--- config.mk ---
export PLATFORM = sky130hd
export DESIGN_NAME = sliding_window_congestion_control_top_flat
export DESIGN_NICKNAME = d
export VERILOG_FILES = /design/src/rtl/swcc_pkg.sv /design/src/rtl/swcc_in_if.sv /design/src/rtl/swcc_out_if.sv /design/src/rtl/swcc_ctrl.sv /design/src/rtl/swcc_dp.sv /design/src/rtl/sliding_window_congestion_control_top.sv /design/src/flat_wrapper.sv
export SDC_FILE = /design/constraint.sdc
export NUM_CORES = 1
export LEC_CHECK = 0
export ABC_AREA = 0
export ABC_CLOCK_PERIOD_IN_PS = 12300
export BUFFER_PORTS_ARGS = -buffer_cell sky130_fd_sc_hd__buf_2
export CAP_MARGIN = 0
export CELL_PAD_IN_SITES_DETAIL_PLACEMENT = 0
export CELL_PAD_IN_SITES_GLOBAL_PLACEMENT = 2
export CORE_MARGIN = 2
export CORE_UTILIZATION = 44
export CTS_CLUSTER_SIZE = 10
export DETAILED_ROUTE_END_ITERATION = 10
export MAX_ROUTING_LAYER = met4
export PLACE_DENSITY = 0.84
export SLEW_MARGIN = 25
export SYNTH_ARGS = -nofsm -noshare
export SYNTH_HDL_FRONTEND = slang
export SYNTH_SLANG_ARGS = --single-unit
--- constraint.sdc ---
create_clock -name i_clk -period 12.3 [get_ports i_clk]
set_input_delay 0.615 -clock i_clk [delete_from_list [all_inputs] [get_ports i_clk]]
set_output_delay 0.615 -clock i_clk [all_outputs]
set_load 0.03 [all_outputs]
--- src/rtl/swcc_pkg.sv ---
// Shared types, constants and codes of the sliding-window congestion controller.
package swcc_pkg;

    // Sequence space and window limits.
    localparam int SEQ_BITS   = 32;
    localparam int MAX_WINDOW = 32;
    localparam int LIMIT_BITS = $clog2(MAX_WINDOW + 1);

    // Field widths of the channel words.
    localparam int CMD_BITS    = 2;
    localparam int ACKNUM_BITS = 32;
    localparam int ACTION_BITS = 2;
    localparam int FIRST_BITS  = 32;
    localparam int COUNT_BITS  = 6;
    localparam int WHOLE_BITS  = 8;
    localparam int THRESH_BITS = 8;
    localparam int TOTAL_BITS  = 32;

    // Configuration port.
    localparam int CFG_IDX_BITS  = 1;
    localparam int CFG_DATA_BITS = 8;
    localparam int WINDOW_BITS   = 6;
    localparam logic [CFG_IDX_BITS-1:0] CFG_WINDOW_SIZE    = 1'b0;
    localparam logic [CFG_IDX_BITS-1:0] CFG_INIT_THRESHOLD = 1'b1;
    localparam logic [WINDOW_BITS-1:0]  WINDOW_RESET       = 6'd5;
    localparam logic [THRESH_BITS-1:0]  THRESH_RESET       = 8'd32;

    // Congestion window in unsigned Q8.16.
    localparam int CW_BITS = 24;
    localparam logic [CW_BITS-1:0] CW_ONE = 24'h01_0000;
    localparam logic [CW_BITS-1:0] CW_MAX = 24'hFF_FFFF;
    localparam logic [THRESH_BITS-1:0] DUP_CWND_BONUS = 8'd3;

    // Duplicate ACK counter.
    localparam int DUP_BITS = 2;
    localparam logic [DUP_BITS-1:0] DUP_LIMIT = 2'd3;

    // Radix-4 restoring divider for 2^32 / cwnd.
    localparam int QUO_BITS     = 34;
    localparam int REM_BITS     = CW_BITS;
    localparam int DIV_STEPS    = QUO_BITS / 2;
    localparam int DIV_CNT_BITS = $clog2(DIV_STEPS);
    localparam logic [QUO_BITS-1:0] DIV_DIVIDEND = 34'h1_0000_0000;

    typedef enum logic [CMD_BITS-1:0] {
        CMD_SEND    = 2'd0,
        CMD_ACK     = 2'd1,
        CMD_TIMEOUT = 2'd2,
        CMD_UNUSED  = 2'd3
    } t_cmd;

    typedef enum logic [ACTION_BITS-1:0] {
        ACT_NONE = 2'd0,
        ACT_SEND = 2'd1,
        ACT_RETX = 2'd2
    } t_action;

    // Operations the controller asks of the datapath.
    typedef enum logic [3:0] {
        OP_HOLD,
        OP_LOAD,
        OP_EVAL,
        OP_SEND,
        OP_NONE,
        OP_ACK_SS,
        OP_DIV_START,
        OP_DIV_STEP,
        OP_ACK_AVOID,
        OP_DUP,
        OP_TIMEOUT,
        OP_PUBLISH
    } t_op;

    typedef struct packed {
        t_cmd cmd;
        logic grant_ok;
        logic ack_ok;
        logic dup_hit;
        logic any_outst;
        logic avoid_phase;
    } t_dp_status;

endpackage

--- src/rtl/swcc_in_if.sv ---
// Request channel: one event word per handshake.
interface swcc_in_if import swcc_pkg::*; ();
    logic                   valid;
    logic                   ready;
    logic [CMD_BITS-1:0]    command;
    logic [ACKNUM_BITS-1:0] ack_number;
    logic                   peer_window_open;

    modport source (output valid, command, ack_number, peer_window_open, input ready);
    modport sink   (input valid, command, ack_number, peer_window_open, output ready);
endinterface

--- src/rtl/swcc_out_if.sv ---
// Result channel: one decision word per handshake.
interface swcc_out_if import swcc_pkg::*; ();
    logic                   valid;
    logic                   ready;
    logic [ACTION_BITS-1:0] action;
    logic [FIRST_BITS-1:0]  first_sequence;
    logic [COUNT_BITS-1:0]  range_count;
    logic [COUNT_BITS-1:0]  newly_acked;
    logic [WHOLE_BITS-1:0]  window_whole;
    logic [THRESH_BITS-1:0] threshold_now;
    logic                   phase;

    modport source (output valid, action, first_sequence, range_count, newly_acked,
                    window_whole, threshold_now, phase, input ready);
    modport sink   (input valid, action, first_sequence, range_count, newly_acked,
                    window_whole, threshold_now, phase, output ready);
endinterface

--- src/rtl/swcc_ctrl.sv ---
// Controller state machine: sequences each event word through the datapath.
module swcc_ctrl import swcc_pkg::*; (
    input  logic       i_clk,
    input  logic       i_rst_n,
    input  logic       i_in_valid,
    output logic       o_in_ready,
    output logic       o_out_valid,
    input  logic       i_out_ready,
    input  t_dp_status i_status,
    output t_op        o_op
);

    typedef enum logic [5:0] {
        S_IDLE    = 6'b000001,
        S_EVAL    = 6'b000010,
        S_DECIDE  = 6'b000100,
        S_DIVIDE  = 6'b001000,
        S_AVOID   = 6'b010000,
        S_PUBLISH = 6'b100000
    } t_state;

    t_state                  r_state, n_state;
    logic [DIV_CNT_BITS-1:0] r_div_cnt, n_div_cnt;
    logic                    r_out_valid, n_out_valid;
    t_op                     op;

    always_comb begin
        n_state     = r_state;
        n_div_cnt   = r_div_cnt;
        n_out_valid = r_out_valid;
        op          = OP_HOLD;
        if (r_out_valid && i_out_ready) begin
            n_out_valid = 1'b0;
        end
        unique case (r_state)
            S_IDLE: begin
                if (i_in_valid) begin
                    op      = OP_LOAD;
                    n_state = S_EVAL;
                end
            end
            S_EVAL: begin
                op      = OP_EVAL;
                n_state = S_DECIDE;
            end
            S_DECIDE: begin
                n_state = S_PUBLISH;
                unique case (i_status.cmd)
                    CMD_SEND: begin
                        op = i_status.grant_ok ? OP_SEND : OP_NONE;
                    end
                    CMD_ACK: begin
                        if (i_status.ack_ok) begin
                            if (i_status.avoid_phase) begin
                                op        = OP_DIV_START;
                                n_div_cnt = '0;
                                n_state   = S_DIVIDE;
                            end else begin
                                op = OP_ACK_SS;
                            end
                        end else if (i_status.dup_hit) begin
                            op = OP_DUP;
                        end else begin
                            op = OP_NONE;
                        end
                    end
                    CMD_TIMEOUT: begin
                        op = i_status.any_outst ? OP_TIMEOUT : OP_NONE;
                    end
                    CMD_UNUSED: begin
                        op = OP_NONE;
                    end
                endcase
            end
            S_DIVIDE: begin
                op = OP_DIV_STEP;
                if (r_div_cnt == DIV_CNT_BITS'(DIV_STEPS - 1)) begin
                    n_state = S_AVOID;
                end else begin
                    n_div_cnt = r_div_cnt + 1'b1;
                end
            end
            S_AVOID: begin
                op      = OP_ACK_AVOID;
                n_state = S_PUBLISH;
            end
            S_PUBLISH: begin
                // The result register frees up in the same cycle it is taken.
                if (!r_out_valid || i_out_ready) begin
                    op          = OP_PUBLISH;
                    n_out_valid = 1'b1;
                    n_state     = S_IDLE;
                end
            end
            default: begin
                n_state = S_IDLE;
            end
        endcase
    end

    always_ff @(posedge i_clk) begin
        if (!i_rst_n) begin
            r_state     <= S_IDLE;
            r_div_cnt   <= '0;
            r_out_valid <= 1'b0;
        end else begin
            r_state     <= n_state;
            r_div_cnt   <= n_div_cnt;
            r_out_valid <= n_out_valid;
        end
    end

    assign o_in_ready  = (r_state == S_IDLE);
    assign o_out_valid = r_out_valid;
    assign o_op        = op;

endmodule

--- src/rtl/swcc_dp.sv ---
// Datapath: window state, congestion state, radix-4 divider and result register.
module swcc_dp import swcc_pkg::*; (
    input  logic                     i_clk,
    input  logic                     i_rst_n,
    input  t_op                      i_op,
    output t_dp_status               o_status,
    input  logic [CMD_BITS-1:0]      i_command,
    input  logic [ACKNUM_BITS-1:0]   i_ack_number,
    input  logic                     i_peer_window_open,
    input  logic                     i_cfg_we,
    input  logic [CFG_IDX_BITS-1:0]  i_cfg_index,
    input  logic [CFG_DATA_BITS-1:0] i_cfg_data,
    output logic [ACTION_BITS-1:0]   o_action,
    output logic [FIRST_BITS-1:0]    o_first_sequence,
    output logic [COUNT_BITS-1:0]    o_range_count,
    output logic [COUNT_BITS-1:0]    o_newly_acked,
    output logic [WHOLE_BITS-1:0]    o_window_whole,
    output logic [THRESH_BITS-1:0]   o_threshold_now,
    output logic                     o_phase
);

    // Architectural state.
    logic [SEQ_BITS-1:0]    r_next, n_next;
    logic [SEQ_BITS-1:0]    r_oldest, n_oldest;
    logic [CW_BITS-1:0]     r_cwnd, n_cwnd;
    logic [THRESH_BITS-1:0] r_ssthresh, n_ssthresh;
    logic                   r_phase, n_phase;
    logic [DUP_BITS-1:0]    r_dup, n_dup;
    logic                   r_peer_open, n_peer_open;
    logic [TOTAL_BITS-1:0]  r_acked_total, n_acked_total;
    logic [WINDOW_BITS-1:0] r_window, n_window;

    // Per-word working registers.
    t_cmd                   r_cmd, n_cmd;
    logic [SEQ_BITS-1:0]    r_ack, n_ack;
    logic                   r_pwo, n_pwo;
    logic [SEQ_BITS-1:0]    r_outst, n_outst;
    logic [SEQ_BITS-1:0]    r_dist, n_dist;
    logic                   r_dup_match, n_dup_match;
    logic [LIMIT_BITS-1:0]  r_limit, n_limit;
    logic [REM_BITS-1:0]    r_rem, n_rem;
    logic [QUO_BITS-1:0]    r_quo, n_quo;
    logic [CW_BITS-1:0]     r_divisor, n_divisor;
    t_action                r_res_action, n_res_action;
    logic [SEQ_BITS-1:0]    r_res_first, n_res_first;
    logic [COUNT_BITS-1:0]  r_res_count, n_res_count;
    logic [COUNT_BITS-1:0]  r_res_newly, n_res_newly;

    // Result register.
    t_action                r_out_action, n_out_action;
    logic [FIRST_BITS-1:0]  r_out_first, n_out_first;
    logic [COUNT_BITS-1:0]  r_out_count, n_out_count;
    logic [COUNT_BITS-1:0]  r_out_newly, n_out_newly;
    logic [WHOLE_BITS-1:0]  r_out_whole, n_out_whole;
    logic [THRESH_BITS-1:0] r_out_thresh, n_out_thresh;
    logic                   r_out_phase, n_out_phase;

    // Combinational helpers.
    logic [7:0]             win_cap;
    logic [7:0]             limit_full;
    logic [REM_BITS:0]      div_t1, div_t2;
    logic                   div_b1, div_b2;
    logic [REM_BITS-1:0]    div_r1, div_r2;
    logic [CW_BITS:0]       ss_sum;
    logic [QUO_BITS:0]      avoid_sum;
    logic [THRESH_BITS-1:0] cwnd_half;
    logic [DUP_BITS-1:0]    dup_inc;
    logic                   do_ack;

    assign cwnd_half = {1'b0, r_cwnd[CW_BITS-1:17]};
    assign dup_inc   = r_dup + 1'b1;
    assign ss_sum    = {1'b0, r_cwnd} + {1'b0, CW_ONE};
    assign avoid_sum = {{(QUO_BITS - CW_BITS + 1){1'b0}}, r_cwnd} + {1'b0, r_quo};

    // Send limit is min(floor(cwnd), min(window, MAX_WINDOW)).
    always_comb begin
        win_cap    = ({2'b00, r_window} > 8'(MAX_WINDOW)) ? 8'(MAX_WINDOW)
                                                          : {2'b00, r_window};
        limit_full = (r_cwnd[CW_BITS-1:16] < win_cap) ? r_cwnd[CW_BITS-1:16] : win_cap;
    end

    // Two quotient bits per step of the restoring divider.
    always_comb begin
        div_t1 = {r_rem, r_quo[QUO_BITS-1]};
        div_b1 = (div_t1 >= {1'b0, r_divisor});
        div_r1 = div_b1 ? REM_BITS'(div_t1 - {1'b0, r_divisor}) : div_t1[REM_BITS-1:0];
        div_t2 = {div_r1, r_quo[QUO_BITS-2]};
        div_b2 = (div_t2 >= {1'b0, r_divisor});
        div_r2 = div_b2 ? REM_BITS'(div_t2 - {1'b0, r_divisor}) : div_t2[REM_BITS-1:0];
    end

    always_comb begin
        o_status.cmd         = r_cmd;
        o_status.grant_ok    = (r_outst < SEQ_BITS'(r_limit)) && r_peer_open;
        o_status.ack_ok      = (r_dist < r_outst) && (r_dist < SEQ_BITS'(r_limit));
        o_status.dup_hit     = r_dup_match;
        o_status.any_outst   = (r_outst != '0);
        o_status.avoid_phase = r_phase;
    end

    always_comb begin
        n_next        = r_next;
        n_oldest      = r_oldest;
        n_cwnd        = r_cwnd;
        n_ssthresh    = r_ssthresh;
        n_phase       = r_phase;
        n_dup         = r_dup;
        n_peer_open   = r_peer_open;
        n_acked_total = r_acked_total;
        n_window      = r_window;
        n_cmd         = r_cmd;
        n_ack         = r_ack;
        n_pwo         = r_pwo;
        n_outst       = r_outst;
        n_dist        = r_dist;
        n_dup_match   = r_dup_match;
        n_limit       = r_limit;
        n_rem         = r_rem;
        n_quo         = r_quo;
        n_divisor     = r_divisor;
        n_res_action  = r_res_action;
        n_res_first   = r_res_first;
        n_res_count   = r_res_count;
        n_res_newly   = r_res_newly;
        n_out_action  = r_out_action;
        n_out_first   = r_out_first;
        n_out_count   = r_out_count;
        n_out_newly   = r_out_newly;
        n_out_whole   = r_out_whole;
        n_out_thresh  = r_out_thresh;
        n_out_phase   = r_out_phase;
        do_ack        = 1'b0;

        unique case (i_op)
            OP_HOLD: begin
            end
            OP_LOAD: begin
                n_cmd = t_cmd'(i_command);
                n_ack = i_ack_number[SEQ_BITS-1:0];
                n_pwo = i_peer_window_open;
            end
            OP_EVAL: begin
                n_outst     = r_next - r_oldest;
                n_dist      = r_ack - r_oldest;
                n_dup_match = ((r_ack + 1'b1) == r_oldest);
                n_limit     = LIMIT_BITS'(limit_full);
                if (r_cmd == CMD_ACK) begin
                    n_peer_open = r_pwo;
                end
            end
            OP_SEND: begin
                n_res_action = ACT_SEND;
                n_res_first  = r_next;
                n_res_count  = COUNT_BITS'(1);
                n_res_newly  = '0;
                n_next       = r_next + 1'b1;
            end
            OP_NONE: begin
                n_res_action = ACT_NONE;
                n_res_first  = '0;
                n_res_count  = '0;
                n_res_newly  = '0;
            end
            OP_ACK_SS: begin
                do_ack = 1'b1;
                if (r_cwnd <= {r_ssthresh, 16'h0000}) begin
                    n_cwnd = ss_sum[CW_BITS] ? CW_MAX : ss_sum[CW_BITS-1:0];
                end else begin
                    n_phase = 1'b1;
                end
            end
            OP_DIV_START: begin
                n_rem     = '0;
                n_quo     = DIV_DIVIDEND;
                n_divisor = r_cwnd;
            end
            OP_DIV_STEP: begin
                n_rem = div_r2;
                n_quo = {r_quo[QUO_BITS-3:0], div_b1, div_b2};
            end
            OP_ACK_AVOID: begin
                // A zero divisor yields an all-ones quotient, which saturates too.
                do_ack = 1'b1;
                n_cwnd = (avoid_sum > (QUO_BITS + 1)'(CW_MAX)) ? CW_MAX
                                                              : avoid_sum[CW_BITS-1:0];
            end
            OP_DUP: begin
                n_res_action = ACT_NONE;
                n_res_first  = '0;
                n_res_count  = '0;
                n_res_newly  = '0;
                if (dup_inc == DUP_LIMIT) begin
                    n_dup = '0;
                    if (r_outst != '0) begin
                        n_res_action = ACT_RETX;
                        n_res_first  = r_oldest;
                        n_res_count  = COUNT_BITS'(r_outst);
                    end
                    if (!r_phase) begin
                        n_ssthresh = cwnd_half;
                        n_cwnd     = {cwnd_half + DUP_CWND_BONUS, 16'h0000};
                        n_phase    = 1'b1;
                    end
                end else begin
                    n_dup = dup_inc;
                end
            end
            OP_TIMEOUT: begin
                n_res_action = ACT_RETX;
                n_res_first  = r_oldest;
                n_res_count  = COUNT_BITS'(r_outst);
                n_res_newly  = '0;
                n_ssthresh   = cwnd_half;
                n_cwnd       = CW_ONE;
                n_phase      = 1'b0;
                n_dup        = '0;
            end
            OP_PUBLISH: begin
                n_out_action = r_res_action;
                n_out_first  = FIRST_BITS'(r_res_first);
                n_out_count  = r_res_count;
                n_out_newly  = r_res_newly;
                n_out_whole  = r_cwnd[CW_BITS-1:16];
                n_out_thresh = r_ssthresh;
                n_out_phase  = r_phase;
            end
            default: begin
            end
        endcase

        // Cumulative acknowledgment, shared by both growth modes.
        if (do_ack) begin
            n_res_action  = ACT_NONE;
            n_res_first   = '0;
            n_res_count   = '0;
            n_res_newly   = COUNT_BITS'(r_dist + 1'b1);
            n_acked_total = r_acked_total + TOTAL_BITS'(r_dist) + 1'b1;
            n_oldest      = r_ack + 1'b1;
            n_dup         = '0;
        end

        if (i_cfg_we) begin
            unique case (i_cfg_index)
                CFG_WINDOW_SIZE:    n_window   = i_cfg_data[WINDOW_BITS-1:0];
                CFG_INIT_THRESHOLD: n_ssthresh = i_cfg_data;
            endcase
        end
    end

    always_ff @(posedge i_clk) begin
        if (!i_rst_n) begin
            r_next        <= '0;
            r_oldest      <= '0;
            r_cwnd        <= CW_ONE;
            r_ssthresh    <= THRESH_RESET;
            r_phase       <= 1'b0;
            r_dup         <= '0;
            r_peer_open   <= 1'b1;
            r_acked_total <= '0;
            r_window      <= WINDOW_RESET;
        end else begin
            r_next        <= n_next;
            r_oldest      <= n_oldest;
            r_cwnd        <= n_cwnd;
            r_ssthresh    <= n_ssthresh;
            r_phase       <= n_phase;
            r_dup         <= n_dup;
            r_peer_open   <= n_peer_open;
            r_acked_total <= n_acked_total;
            r_window      <= n_window;
        end
    end

    always_ff @(posedge i_clk) begin
        r_cmd        <= n_cmd;
        r_ack        <= n_ack;
        r_pwo        <= n_pwo;
        r_outst      <= n_outst;
        r_dist       <= n_dist;
        r_dup_match  <= n_dup_match;
        r_limit      <= n_limit;
        r_rem        <= n_rem;
        r_quo        <= n_quo;
        r_divisor    <= n_divisor;
        r_res_action <= n_res_action;
        r_res_first  <= n_res_first;
        r_res_count  <= n_res_count;
        r_res_newly  <= n_res_newly;
        r_out_action <= n_out_action;
        r_out_first  <= n_out_first;
        r_out_count  <= n_out_count;
        r_out_newly  <= n_out_newly;
        r_out_whole  <= n_out_whole;
        r_out_thresh <= n_out_thresh;
        r_out_phase  <= n_out_phase;
    end

    assign o_action         = r_out_action;
    assign o_first_sequence = r_out_first;
    assign o_range_count    = r_out_count;
    assign o_newly_acked    = r_out_newly;
    assign o_window_whole   = r_out_whole;
    assign o_threshold_now  = r_out_thresh;
    assign o_phase          = r_out_phase;

endmodule

--- src/rtl/sliding_window_congestion_control_top.sv ---
// Top level of the sliding-window sender with Reno-style congestion control.
//
//   Channel   Dir  Handshake      Word
//   i_req     in   valid/ready    command, ack_number, peer_window_open
//   o_rsp     out  valid/ready    action, first_sequence, range_count, newly_acked,
//                                 window_whole, threshold_now, phase
//   i_cfg_*   in   write enable   register index, 8-bit data
//
// A send, timeout, duplicate or slow-start ACK word passes from acceptance through
// the EVAL, DECIDE and PUBLISH states; an ACK in congestion avoidance also runs the
// 17-step radix-4 divider that forms 2^32 / cwnd and the AVOID state before PUBLISH.
// Reset is synchronous and active low; it loads window 5, threshold 32, cwnd 1.0.
// One word is processed at a time; the result register lets the next word be
// accepted while the previous result waits on o_rsp.ready.
module sliding_window_congestion_control_top import swcc_pkg::*; (
    input  logic                     i_clk,
    input  logic                     i_rst_n,
    swcc_in_if.sink                  i_req,
    swcc_out_if.source               o_rsp,
    input  logic                     i_cfg_we,
    input  logic [CFG_IDX_BITS-1:0]  i_cfg_index,
    input  logic [CFG_DATA_BITS-1:0] i_cfg_data
);

    t_op        op;
    t_dp_status status;
    logic       in_ready;
    logic       out_valid;

    swcc_ctrl u_ctrl (
        .i_clk       (i_clk),
        .i_rst_n     (i_rst_n),
        .i_in_valid  (i_req.valid),
        .o_in_ready  (in_ready),
        .o_out_valid (out_valid),
        .i_out_ready (o_rsp.ready),
        .i_status    (status),
        .o_op        (op)
    );

    swcc_dp u_dp (
        .i_clk              (i_clk),
        .i_rst_n            (i_rst_n),
        .i_op               (op),
        .o_status           (status),
        .i_command          (i_req.command),
        .i_ack_number       (i_req.ack_number),
        .i_peer_window_open (i_req.peer_window_open),
        .i_cfg_we           (i_cfg_we),
        .i_cfg_index        (i_cfg_index),
        .i_cfg_data         (i_cfg_data),
        .o_action           (o_rsp.action),
        .o_first_sequence   (o_rsp.first_sequence),
        .o_range_count      (o_rsp.range_count),
        .o_newly_acked      (o_rsp.newly_acked),
        .o_window_whole     (o_rsp.window_whole),
        .o_threshold_now    (o_rsp.threshold_now),
        .o_phase            (o_rsp.phase)
    );

    assign i_req.ready = in_ready;
    assign o_rsp.valid = out_valid;

    // Words are taken one at a time, never in consecutive cycles.
    a_no_back_to_back: assert property (@(posedge i_clk) disable iff (!i_rst_n)
        (i_req.valid && i_req.ready) |=> !i_req.ready)
        else $error("request accepted in two consecutive cycles");

    a_idle_fields_zero: assert property (@(posedge i_clk) disable iff (!i_rst_n)
        (o_rsp.valid && (o_rsp.action == ACT_NONE)) |->
        ((o_rsp.first_sequence == '0) && (o_rsp.range_count == '0)))
        else $error("no-action result carries a sequence range");

    a_ack_no_action: assert property (@(posedge i_clk) disable iff (!i_rst_n)
        (o_rsp.valid && (o_rsp.newly_acked != '0)) |-> (o_rsp.action == ACT_NONE))
        else $error("acknowledging result also requests a transmission");

    a_range_bound: assert property (@(posedge i_clk) disable iff (!i_rst_n)
        o_rsp.valid |-> (o_rsp.range_count <= COUNT_BITS'(MAX_WINDOW)))
        else $error("retransmit range exceeds the window limit");

endmodule

--- src/flat_wrapper.sv ---
// flat-port wrapper written by rule: the top's interface ports become plain ports
module sliding_window_congestion_control_top_flat import swcc_pkg::*;
  (i_clk, i_rst_n, i_cfg_we, i_cfg_index, i_cfg_data, i_req_valid, i_req_command, i_req_ack_number, i_req_peer_window_open, i_req_ready, o_rsp_valid, o_rsp_action, o_rsp_first_sequence, o_rsp_range_count, o_rsp_newly_acked, o_rsp_window_whole, o_rsp_threshold_now, o_rsp_phase, o_rsp_ready);
  swcc_in_if i_req_i ();
  swcc_out_if o_rsp_i ();
  input  logic i_clk;
  input  logic i_rst_n;
  input  logic i_cfg_we;
  input  logic [CFG_IDX_BITS-1:0] i_cfg_index;
  input  logic [CFG_DATA_BITS-1:0] i_cfg_data;
  input wire logic [$bits(i_req_i.valid)-1:0] i_req_valid;
  input wire logic [$bits(i_req_i.command)-1:0] i_req_command;
  input wire logic [$bits(i_req_i.ack_number)-1:0] i_req_ack_number;
  input wire logic [$bits(i_req_i.peer_window_open)-1:0] i_req_peer_window_open;
  output wire logic [$bits(i_req_i.ready)-1:0] i_req_ready;
  output wire logic [$bits(o_rsp_i.valid)-1:0] o_rsp_valid;
  output wire logic [$bits(o_rsp_i.action)-1:0] o_rsp_action;
  output wire logic [$bits(o_rsp_i.first_sequence)-1:0] o_rsp_first_sequence;
  output wire logic [$bits(o_rsp_i.range_count)-1:0] o_rsp_range_count;
  output wire logic [$bits(o_rsp_i.newly_acked)-1:0] o_rsp_newly_acked;
  output wire logic [$bits(o_rsp_i.window_whole)-1:0] o_rsp_window_whole;
  output wire logic [$bits(o_rsp_i.threshold_now)-1:0] o_rsp_threshold_now;
  output wire logic [$bits(o_rsp_i.phase)-1:0] o_rsp_phase;
  input wire logic [$bits(o_rsp_i.ready)-1:0] o_rsp_ready;
  assign i_req_i.valid = i_req_valid;
  assign i_req_i.command = i_req_command;
  assign i_req_i.ack_number = i_req_ack_number;
  assign i_req_i.peer_window_open = i_req_peer_window_open;
  assign i_req_ready = i_req_i.ready;
  assign o_rsp_valid = o_rsp_i.valid;
  assign o_rsp_action = o_rsp_i.action;
  assign o_rsp_first_sequence = o_rsp_i.first_sequence;
  assign o_rsp_range_count = o_rsp_i.range_count;
  assign o_rsp_newly_acked = o_rsp_i.newly_acked;
  assign o_rsp_window_whole = o_rsp_i.window_whole;
  assign o_rsp_threshold_now = o_rsp_i.threshold_now;
  assign o_rsp_phase = o_rsp_i.phase;
  assign o_rsp_i.ready = o_rsp_ready;
  sliding_window_congestion_control_top u_core (.i_clk(i_clk), .i_rst_n(i_rst_n), .i_req(i_req_i), .o_rsp(o_rsp_i), .i_cfg_we(i_cfg_we), .i_cfg_index(i_cfg_index), .i_cfg_data(i_cfg_data));
endmodule
==> impl_metrics.xml, run 1 <==
<?xml version="1.0" encoding="UTF-8"?>
<metrics>
  <group name="run_status">
    <metric name="outcome" unit="">finished clean</metric>
  </group>
  <group name="drt">
    <metric name="drt.antenna.violating_nets" unit="">0</metric>
    <metric name="wl_met3" unit="µm">3070</metric>
    <metric name="sum_of_routed_wire_length_over_all_layers" unit="µm">74500</metric>
    <metric name="routed_length_per_instance" unit="µm">21.3</metric>
    <metric name="firstDrtPassIters" unit="">7</metric>
    <metric name="met1Wirelength" unit="µm">32100</metric>
    <metric name="dr_vias_cell" unit="">5.75</metric>
    <metric name="detail_route.drc_violations" unit="">0</metric>
    <metric name="num_vias" unit="">20100</metric>
    <metric name="met2_wirelength" unit="µm">36800</metric>
    <metric name="drt-initial-drc-count" unit="">1410</metric>
    <metric name="topRoutingLayerUsed" unit="">met4</metric>
  </group>
  <group name="synthesis">
    <metric name="yosysMostFrequentCell" unit="">sky130_fd_sc_hd__edfxtp_1</metric>
    <metric name="synth_cell_type_count" unit="">95</metric>
    <metric name="synth.top_cells.by_area" unit="">sky130_fd_sc_hd__edfxtp_1 31%, sky130_fd_sc_hd__dfxtp_1 13%, sky130_fd_sc_hd__ha_1 9.8%</metric>
    <metric name="netlist_instances" unit="">2589</metric>
    <metric name="post_synth_instance_area" unit="µm²">25200</metric>
    <metric name="postSynth.asyncResetShare" unit="%">0</metric>
    <metric name="synth_largest_type_area_fraction" unit="%">30.7</metric>
    <metric name="yosys_most_used_dff" unit="">sky130_fd_sc_hd__edfxtp_1</metric>
    <metric name="yosysTopAreaCell" unit="">sky130_fd_sc_hd__edfxtp_1</metric>
    <metric name="yosys_warnings" unit="">0</metric>
    <metric name="syn-num-nets" unit="">2839</metric>
    <metric name="synth-edff-count" unit="">257</metric>
    <metric name="most_used_standard_cells_in_the_synthesized_netlist" unit="">257 x sky130_fd_sc_hd__edfxtp_1, 234 x sky130_fd_sc_hd__nor2_1, 222 x sky130_fd_sc_hd__nand2_1</metric>
    <metric name="seq_total_area_yosys" unit="%">43.3</metric>
    <metric name="syn-mean-instance-area" unit="µm²">9.71</metric>
    <metric name="synth_seq_cells" unit="">415</metric>
  </group>
  <group name="die">
    <metric name="core-area" unit="µm²">56500</metric>
    <metric name="die_width" unit="µm">243</metric>
    <metric name="initial_utilization" unit="%">44.5</metric>
    <metric name="die_height" unit="µm">243</metric>
    <metric name="top_level_ports" unit="">114</metric>
    <metric name="fp.dieArea" unit="µm²">59100</metric>
    <metric name="rows" unit="">87</metric>
  </group>
  <group name="hold_path">
    <metric name="hold_path.class" unit="">in2reg</metric>
    <metric name="min_delay_path_depth" unit="">1</metric>
    <metric name="hp-start" unit="">i_req_ack_number[0]</metric>
    <metric name="worstHoldEndpoint" unit="">u_core.u_dp.r_ack[0]$_DFFE_PN_</metric>
  </group>
  <group name="timing">
    <metric name="fmax" unit="MHz">142</metric>
    <metric name="relSlewSlack" unit="%">27.8</metric>
    <metric name="final_hold_viol_count" unit="">0</metric>
    <metric name="final.setup.worst_slack" unit="ns">5.24</metric>
    <metric name="finClkSkew" unit="ns">0.0333</metric>
    <metric name="min_period_over_period" unit="%">57.4</metric>
    <metric name="worst_margin_pin_slew" unit="ns">1.06</metric>
    <metric name="period_minus_slack" unit="ns">7.06</metric>
    <metric name="setup_viol" unit="">0</metric>
    <metric name="finalMaxSlewViolations" unit="">0</metric>
    <metric name="setup_tns" unit="ns">0</metric>
    <metric name="setup_repair_after_global_routing_missed_its_margin" unit="">no</metric>
    <metric name="timing.hold.ws" unit="ns">0.198</metric>
  </group>
  <group name="cts">
    <metric name="clock_tree_from_tritoncts" unit="">yes</metric>
    <metric name="clock-root-buffer" unit="">sky130_fd_sc_hd__clkbuf_16</metric>
    <metric name="cts_max_level" unit="">2</metric>
    <metric name="numClockSinks" unit="">415</metric>
    <metric name="clk_transition_reported_paths" unit="ns">0.06</metric>
    <metric name="clkLatencyLatePin" unit="ns">0.60</metric>
    <metric name="cts-hold-fix-buffers" unit="">0</metric>
    <metric name="numCtsBuffers" unit="">50</metric>
    <metric name="postCtsSetupRepairBufs" unit="">0</metric>
    <metric name="clock_path_buffers" unit="">3</metric>
    <metric name="postCtsResizedCells" unit="">0</metric>
  </group>
  <group name="placement">
    <metric name="placed_insts" unit="">3411</metric>
    <metric name="post_dp_cell_area" unit="µm²">26500</metric>
    <metric name="place_worst_setup_slack" unit="ns">5.32</metric>
    <metric name="port_buffers" unit="">113</metric>
    <metric name="gp_routability_congestion" unit="">0.908</metric>
    <metric name="detailedPlacementHpwl" unit="µm">54800</metric>
  </group>
  <group name="global_routing">
    <metric name="antenna_violations_before_repair" unit="">2</metric>
    <metric name="global_route.overflow_total" unit="">0</metric>
    <metric name="grt_start_max_net_pins" unit="">74</metric>
    <metric name="first_global_vias" unit="">19700</metric>
    <metric name="groute.usage.overall" unit="%">25.6</metric>
    <metric name="global_route_wire_length_before_repair" unit="µm">115000</metric>
  </group>
  <group name="final_layout">
    <metric name="synthToLayoutAreaGrowth" unit="%">11.6</metric>
    <metric name="end_of_flow_core_utilization" unit="%">49.7</metric>
    <metric name="layout_cells_sized_above_1" unit="%">10.0</metric>
    <metric name="post-route-cell-area" unit="µm²">28100</metric>
    <metric name="num-nets-final" unit="">2957</metric>
    <metric name="final_cell_count_no_fill" unit="">3504</metric>
  </group>
  <group name="power_and_ir_drop">
    <metric name="p_leak" unit="nW">11.3</metric>
    <metric name="max_rail_drop_vdd" unit="mV">0.0957</metric>
    <metric name="report.power.total" unit="mW">3.46</metric>
    <metric name="power.density_cell_area" unit="nW/µm²">123</metric>
  </group>
  <group name="setup_path">
    <metric name="worstSetupStartpointType" unit="">flip-flop</metric>
    <metric name="timing.setup.critical_path_class" unit="">reg2reg</metric>
    <metric name="timing.critical_path.arrival" unit="ns">7.52</metric>
    <metric name="slowest_stage" unit="">sky130_fd_sc_hd__o31a_1</metric>
    <metric name="required" unit="ns">12.75</metric>
    <metric name="r2r-start" unit="">u_core.u_dp.r_divisor[1]$_DFFE_PP_</metric>
    <metric name="setup.worst_path.end_class" unit="">flip-flop</metric>
    <metric name="path_cells" unit="">inv_1, ha_1, nor2b_1, o31ai_2, a21oi_2, a2111oi_2, o31ai_2, a21oi_2, o31a_1, buf_4, mux2_2, ha_1, o21a_1, o21a_1, o22ai_1, a311o_1, a31oi_1, nor3b_1, o31a_1, nor2_4, or3_1, a21oi_1</metric>
    <metric name="timing.critical_path.fanout_max" unit="">26</metric>
    <metric name="worstReg2RegEnd" unit="">u_core.u_dp.r_rem[20]$_SDFFCE_PN0P_</metric>
    <metric name="rrSetupSlack" unit="ns">5.24</metric>
    <metric name="delay_of_the_slowest_cell_on_the_worst_path" unit="ns">0.72</metric>
    <metric name="timing.reg2reg.worst_path_depth" unit="">22</metric>
  </group>
  <group name="job">
    <metric name="max-cap-violations" unit="">0</metric>
  </group>
</metrics>
==> routing by layer <==
layer	vias to the layer above	global-route usage [%]
li1	9753	-
met1	9763	31.3
met2	491	44.0
met3	125	2.76
met4	0	8.84
met5	-	-
==> area by class of cell <==
type | instances | area (µm²)
Clock buffer | 84 | 1470
Inverter | 172 | 646
Timing Repair Buffer | 137 | 746
Antenna cell | 2 | 5.00
Sequential cell | 415 | 10900
Clock inverter | 7 | 61.3
Multi-Input combinational cell | 1931 | 13300
Fill cell | 5227 | 28400
Tap cell | 756 | 946
==> sequential cells by signal, summed over array words and instances (netlist names), 8 cells and up <==
name / flops
u_core.u_dp.r_outst: 32
u_core.u_dp.r_quo: 34
u_core.u_dp.o_first_sequence: 32
u_core.u_dp.r_ack: 32
u_core.u_dp.r_divisor: 24
u_core.u_dp.r_rem: 24
u_core.u_dp.r_res_first: 32
u_core.u_dp.o_window_whole: 8
u_core.u_dp.r_ssthresh: 8
u_core.u_dp.r_dist: 32
u_core.u_dp.o_threshold_now: 8
u_core.u_dp.r_cwnd: 24
u_core.u_dp.r_next: 32
u_core.u_dp.r_oldest: 32
==> placed cells by master (no fill, tap or decap), drive strengths merged, types with 8 or more instances in the layout <==
cell	synthesis	final
edfxtp	257	257
nor2	235	235
nand2	222	222
ha	196	196
inv	171	172
a21oi	168	168
dfxtp	158	158
buf	28	137
o21ai	124	124
xnor2	119	119
clkbuf	43	84
nand3	79	79
a211oi	74	74
xor2	68	68
a21o	58	58
and2	49	49
nor3	38	38
and3	37	37
o21a	35	35
nand4	34	34
nor4	34	34
nand2b	33	33
nor2b	24	24
a32oi	24	24
a31oi	22	22
or3	21	21
mux2	18	18
mux2i	16	16
o31a	11	11
o31ai	11	11
or2	10	10
a22oi	10	10
nor3b	10	10
o22ai	9	9
o211ai	9	9
and4	8	8
o21bai	8	8
a21boi	8	8
a2111oi	8	8
==> cell families after synthesis <==
kind of cell	count (synthesis)	synth area share, %
compound gates	650	17.7
xor+xnor	191	6.87
fa+ha+maj	201	10.1
buf+inv	243	3.96
flops	415	43.3
mux	34	1.44
simple gates	855	16.6
==> report_power, final <==
group	switching (mW)	internal [mW]
combinational	0.215	0.157
sequential	0.0796	1.60
clock	0.578	0.827
==> critical path: cells and delay by family, from the launching register on <==
family                     cells  cell delay, ns
muxes                          1            0.40
and+or+nand+nor                4            1.25
AOI/OAI and AO/OA             13            3.71
DFF                            1            0.36
adders and majority gates      2            0.65
buffers and inverters          2            0.54
==> worst max-delay path by stage <==
stage | startpoint | endpoint
6_report | u_core.u_dp.r_divisor[1]$_DFFE_PP_ | u_core.u_dp.r_rem[20]$_SDFFCE_PN0P_
5_1_grt | u_core.u_dp.r_divisor[1]$_DFFE_PP_ | u_core.u_dp.r_rem[20]$_SDFFCE_PN0P_
4_1_cts | u_core.u_dp.r_divisor[1]$_DFFE_PP_ | u_core.u_dp.r_rem[20]$_SDFFCE_PN0P_
3_5_place_dp | u_core.u_dp.r_divisor[1]$_DFFE_PP_ | u_core.u_dp.r_rem[20]$_SDFFCE_PN0P_
3_3_place_gp | u_core.u_dp.r_divisor[1]$_DFFE_PP_ | u_core.u_dp.r_rem[20]$_SDFFCE_PN0P_
2_1_floorplan | u_core.u_dp.r_rem[5]$_SDFFCE_PN0P_ | u_core.u_dp.r_rem[20]$_SDFFCE_PN0P_
No activity file was read; power rests on OpenSTA's default activity.
==> run 2, diff against run 1 <==
--- a/config.mk
+++ b/config.mk
@@ -5,18 +5,18 @@
 export SDC_FILE = /design/constraint.sdc
 export NUM_CORES = 1
 export LEC_CHECK = 0
-export ABC_AREA = 0
-export ABC_CLOCK_PERIOD_IN_PS = 12300
+export ABC_AREA = 1
+export ABC_CLOCK_PERIOD_IN_PS = 6900
 export BUFFER_PORTS_ARGS = -buffer_cell sky130_fd_sc_hd__buf_2
 export CAP_MARGIN = 0
 export CELL_PAD_IN_SITES_DETAIL_PLACEMENT = 0
 export CELL_PAD_IN_SITES_GLOBAL_PLACEMENT = 2
 export CORE_MARGIN = 2
-export CORE_UTILIZATION = 44
+export CORE_UTILIZATION = 38
 export CTS_CLUSTER_SIZE = 10
 export DETAILED_ROUTE_END_ITERATION = 10
 export MAX_ROUTING_LAYER = met4
-export PLACE_DENSITY = 0.84
+export PLACE_DENSITY = 0.78
 export SLEW_MARGIN = 25
 export SYNTH_ARGS = -nofsm -noshare
 export SYNTH_HDL_FRONTEND = slang
==> constraint.sdc (replaced) <==
create_clock -name i_clk -period 6.9 [get_ports i_clk]
set_input_delay 0.345 -clock i_clk [delete_from_list [all_inputs] [get_ports i_clk]]
set_output_delay 0.345 -clock i_clk [all_outputs]
set_load 0.03 [all_outputs]
==> impl_metrics.xml, run 2 <==
<?xml version="1.0" encoding="UTF-8"?>
<metrics>
  <group name="global_routing">
    <metric name="grt_most_used_layer" unit="">met2</metric>
    <metric name="global_route.overflow_total" unit="">0</metric>
    <metric name="global_route.usage.met3" unit="%">2.72</metric>
    <metric name="groute.usage.overall" unit="%">24.6</metric>
    <metric name="first_global_vias" unit="">22100</metric>
    <metric name="grtUsageMet1" unit="%">30.7</metric>
    <metric name="grt_start_max_net_pins" unit="">86</metric>
    <metric name="gr-usage-met2" unit="%">40.8</metric>
    <metric name="antenna_violations_before_repair" unit="">1</metric>
    <metric name="global_route_wire_length_before_repair" unit="µm">130000</metric>
  </group>
  <group name="cts">
    <metric name="postCtsSetupRepairBufs" unit="">0</metric>
    <metric name="clock_path_buffers" unit="">3</metric>
    <metric name="clock-root-buffer" unit="">sky130_fd_sc_hd__clkbuf_16</metric>
    <metric name="numCtsBuffers" unit="">51</metric>
    <metric name="cts_max_level" unit="">2</metric>
    <metric name="clkLatencyLatePin" unit="ns">0.63</metric>
    <metric name="clk_transition_reported_paths" unit="ns">0.06</metric>
    <metric name="numClockSinks" unit="">415</metric>
    <metric name="clock_tree_from_tritoncts" unit="">yes</metric>
  </group>
  <group name="timing">
    <metric name="worst_margin_pin_slew" unit="ns">1.02</metric>
    <metric name="finClkSkew" unit="ns">0.0315</metric>
    <metric name="relSlewSlack" unit="%">31.6</metric>
    <metric name="setup_viol" unit="">0</metric>
    <metric name="finalMaxSlewViolations" unit="">0</metric>
    <metric name="final_hold_viol_count" unit="">0</metric>
    <metric name="period_minus_slack" unit="ns">5.47</metric>
    <metric name="setup_tns" unit="ns">0</metric>
    <metric name="fmax" unit="MHz">183</metric>
    <metric name="timing.hold.ws" unit="ns">0.0551</metric>
    <metric name="min_period_over_period" unit="%">79.3</metric>
    <metric name="setup_repair_after_global_routing_missed_its_margin" unit="">no</metric>
  </group>
  <group name="die">
    <metric name="fp.dieArea" unit="µm²">71300</metric>
    <metric name="initial_utilization" unit="%">38.3</metric>
    <metric name="top_level_ports" unit="">114</metric>
    <metric name="core-area" unit="µm²">68600</metric>
    <metric name="die_height" unit="µm">267</metric>
    <metric name="rows" unit="">96</metric>
    <metric name="die_width" unit="µm">267</metric>
  </group>
  <group name="drt">
    <metric name="drt-initial-drc-count" unit="">1421</metric>
    <metric name="detail_route.drc_violations" unit="">0</metric>
    <metric name="sum_of_routed_wire_length_over_all_layers" unit="µm">85000</metric>
    <metric name="drt.antenna.violating_nets" unit="">0</metric>
    <metric name="firstDrtPassIters" unit="">5</metric>
    <metric name="routed_length_per_instance" unit="µm">19.3</metric>
    <metric name="dr_vias_cell" unit="">5.11</metric>
    <metric name="num_vias" unit="">22500</metric>
  </group>
  <group name="placement">
    <metric name="detailedPlacementHpwl" unit="µm">65100</metric>
    <metric name="placed_insts" unit="">4269</metric>
    <metric name="port_buffers" unit="">113</metric>
    <metric name="post_dp_cell_area" unit="µm²">27800</metric>
    <metric name="gp_routability_congestion" unit="">0.910</metric>
  </group>
  <group name="setup_path">
    <metric name="rrSetupSlack" unit="ns">1.43</metric>
    <metric name="path_cells" unit="">inv_1, ha_1, inv_1, fa_1, nand3_1, nand2_1, a21oi_1, o21ai_0, a21boi_1, o21ai_0, xnor2_1, o21ai_0, ha_1, nand2_1, o21ai_0, a21oi_1, nand3_1, nand3_1, nand2_1, a211oi_1, nand3_1, inv_1, nand2_1, o21ai_0</metric>
    <metric name="critical_path.most_common_cell" unit="">sky130_fd_sc_hd__o21ai_0</metric>
    <metric name="slowest_stage" unit="">sky130_fd_sc_hd__inv_1</metric>
    <metric name="critical_path_buf_inv_count" unit="">3</metric>
    <metric name="timing.critical_path.arrival" unit="ns">5.90</metric>
    <metric name="critPathTopFamily" unit="">compound AO/OA/AOI/OAI gates</metric>
    <metric name="setup.worst_path.end_class" unit="">flip-flop</metric>
    <metric name="delay_of_the_slowest_cell_on_the_worst_path" unit="ns">0.67</metric>
    <metric name="worstSetupStartpointType" unit="">flip-flop</metric>
    <metric name="timing.setup.critical_path_class" unit="">reg2reg</metric>
    <metric name="required" unit="ns">7.33</metric>
    <metric name="timing.critical_path.fanout_max" unit="">22</metric>
  </group>
  <group name="final_layout">
    <metric name="register_with_the_most_flip_flops" unit="">u_core.u_dp.r_quo</metric>
    <metric name="mostFrequentLayoutCell" unit="">sky130_fd_sc_hd__nand2_1</metric>
    <metric name="synthToLayoutAreaGrowth" unit="%">13.5</metric>
    <metric name="num-nets-final" unit="">3684</metric>
    <metric name="largest_register_ff_count" unit="">34</metric>
    <metric name="layout_cells_sized_above_1" unit="%">8.12</metric>
    <metric name="final_cell_count_no_fill" unit="">4408</metric>
    <metric name="layout_common_cells" unit="">759 x sky130_fd_sc_hd__nand2_1, 394 x sky130_fd_sc_hd__inv_1, 304 x sky130_fd_sc_hd__nor2_1</metric>
    <metric name="post-route-cell-area" unit="µm²">29800</metric>
    <metric name="final.fill_count" unit="">6952</metric>
  </group>
  <group name="synthesis">
    <metric name="syn-mean-instance-area" unit="µm²">8.04</metric>
    <metric name="synth_seq_cells" unit="">415</metric>
    <metric name="syn-num-nets" unit="">3520</metric>
    <metric name="most_used_standard_cells_in_the_synthesized_netlist" unit="">760 x sky130_fd_sc_hd__nand2_1, 396 x sky130_fd_sc_hd__inv_1, 304 x sky130_fd_sc_hd__nor2_1</metric>
    <metric name="seq_total_area_yosys" unit="%">41.4</metric>
    <metric name="yosys_most_used_dff" unit="">sky130_fd_sc_hd__edfxtp_1</metric>
    <metric name="postSynth.asyncResetShare" unit="%">0</metric>
    <metric name="synth.top_cells.by_area" unit="">sky130_fd_sc_hd__edfxtp_1 29%, sky130_fd_sc_hd__dfxtp_1 12%, sky130_fd_sc_hd__nand2_1 11%</metric>
    <metric name="synth_largest_type_area_fraction" unit="%">29.4</metric>
    <metric name="yosys_warnings" unit="">0</metric>
    <metric name="post_synth_instance_area" unit="µm²">26300</metric>
    <metric name="yosysMostFrequentCell" unit="">sky130_fd_sc_hd__nand2_1</metric>
    <metric name="synth_cell_type_count" unit="">63</metric>
    <metric name="netlist_instances" unit="">3270</metric>
    <metric name="synth-edff-count" unit="">257</metric>
    <metric name="yosysTopAreaCell" unit="">sky130_fd_sc_hd__edfxtp_1</metric>
  </group>
  <group name="job">
    <metric name="max-cap-violations" unit="">0</metric>
  </group>
  <group name="power_and_ir_drop">
    <metric name="report.power.total" unit="mW">5.73</metric>
    <metric name="power.density_cell_area" unit="nW/µm²">192</metric>
    <metric name="max_rail_drop_vdd" unit="mV">0.188</metric>
    <metric name="p_leak" unit="nW">13.1</metric>
  </group>
  <group name="run_status">
    <metric name="outcome" unit="">finished clean</metric>
  </group>
  <group name="hold_path">
    <metric name="hold_path.class" unit="">in2reg</metric>
  </group>
</metrics>
## run 2: cell types whose count changed in the layout (fill, tap and decap cells not counted), moves of 43 or more
| cell | before | now |
|---|---|---|
| sky130_fd_sc_hd__nand2_1 | 222 | 759 |
| sky130_fd_sc_hd__inv_1 | 169 | 394 |
| sky130_fd_sc_hd__nand3_1 | 79 | 161 |
| sky130_fd_sc_hd__a21oi_1 | 165 | 239 |
| sky130_fd_sc_hd__xor2_1 | 68 | 142 |
| sky130_fd_sc_hd__nor2_1 | 233 | 304 |
| sky130_fd_sc_hd__xnor2_1 | 119 | 55 |
| sky130_fd_sc_hd__a211oi_1 | 64 | 7 |
| sky130_fd_sc_hd__o21ai_0 | 122 | 171 |
| sky130_fd_sc_hd__and2_1 | 48 | 0 |
| sky130_fd_sc_hd__a21o_1 | 57 | 14 |
| sky130_fd_sc_hd__dlygate4sd3_1 | 0 | 43 |
## run 2: per-layer routing
metal  up-vias  part of all wire, %
met3       141                  4.0
met5         -                    0
met4         0                  4.2
met2       562                   47
met1     10500                   44
li1      11300                    -
## run 2: cell type report
| class | count | area, µm² | share of cell area (%) |
|---|---|---|---|
| Inverter | 409 | 1540 | 5.16 |
| Tap cell | 931 | 1160 | 3.90 |
| Antenna cell | 2 | 5.00 | 0.0168 |
| Timing Repair Buffer | 179 | 1170 | 3.92 |
| Clock buffer | 86 | 1490 | 4.99 |
| Clock inverter | 8 | 77.6 | 0.260 |
| Multi-Input combinational cell | 2378 | 13500 | 45.3 |
| Sequential cell | 415 | 10900 | 36.5 |
## run 2: final timing paths
path                                      startpoint                                endpoint  cells after the start
min reg2reg  u_core.u_dp.r_res_count[5]$_SDFFE_PP0P_  u_core.u_dp.o_range_count[5]$_DFFE_PN_                      0
min                                      o_rsp_ready    u_core.u_ctrl.o_out_valid$_SDFF_PN0_                      4
max              u_core.u_dp.r_quo[33]$_SDFFCE_PN0P_      u_core.u_dp.r_rem[2]$_SDFFCE_PN0P_                     24
max reg2reg      u_core.u_dp.r_quo[33]$_SDFFCE_PN0P_      u_core.u_dp.r_rem[2]$_SDFFCE_PN0P_                     24
## run 2: tightest hold or removal path, stage by stage
cell	delay, ns
sky130_fd_sc_hd__buf_2	0.07
sky130_fd_sc_hd__nor2_1	0.06
sky130_fd_sc_hd__inv_1	0.07
sky130_fd_sc_hd__a21oi_1	0.06
## run 2: power by group
group	internal (mW)	switching, mW
Sequential	2.69	0.0456
Combinational	0.153	0.268
Clock	1.47	1.10
Total	4.31	1.42
## run 2: cells by family (layout without fill, tap and decap cells)
group,after synthesis,after routing,synth area share (%)
adders and majority gates,201,201,9.71
xor gates and xnor gates,197,197,6.56
buffers and inverters,477,682,7.27
AOI/OAI and AO/OA,548,548,11.4
other,0,2,0
DFF,415,415,41.4
and+or+nand+nor,1432,1432,23.7
## run 2: timing repair
action / CTS / global route
hold buffers: 43 / 0
gates resized for setup: 0 / 0
hold endpoints to repair: 43 / 0
## run 2: metrics by stage
step	utilization, %	setup WS (ns)
floorplan	-	2.43
detailed placement	40.6	1.48
finish	43.5	1.43
CTS	43.5	1.46
global placement	40.6	1.54
global route	43.5	0.818
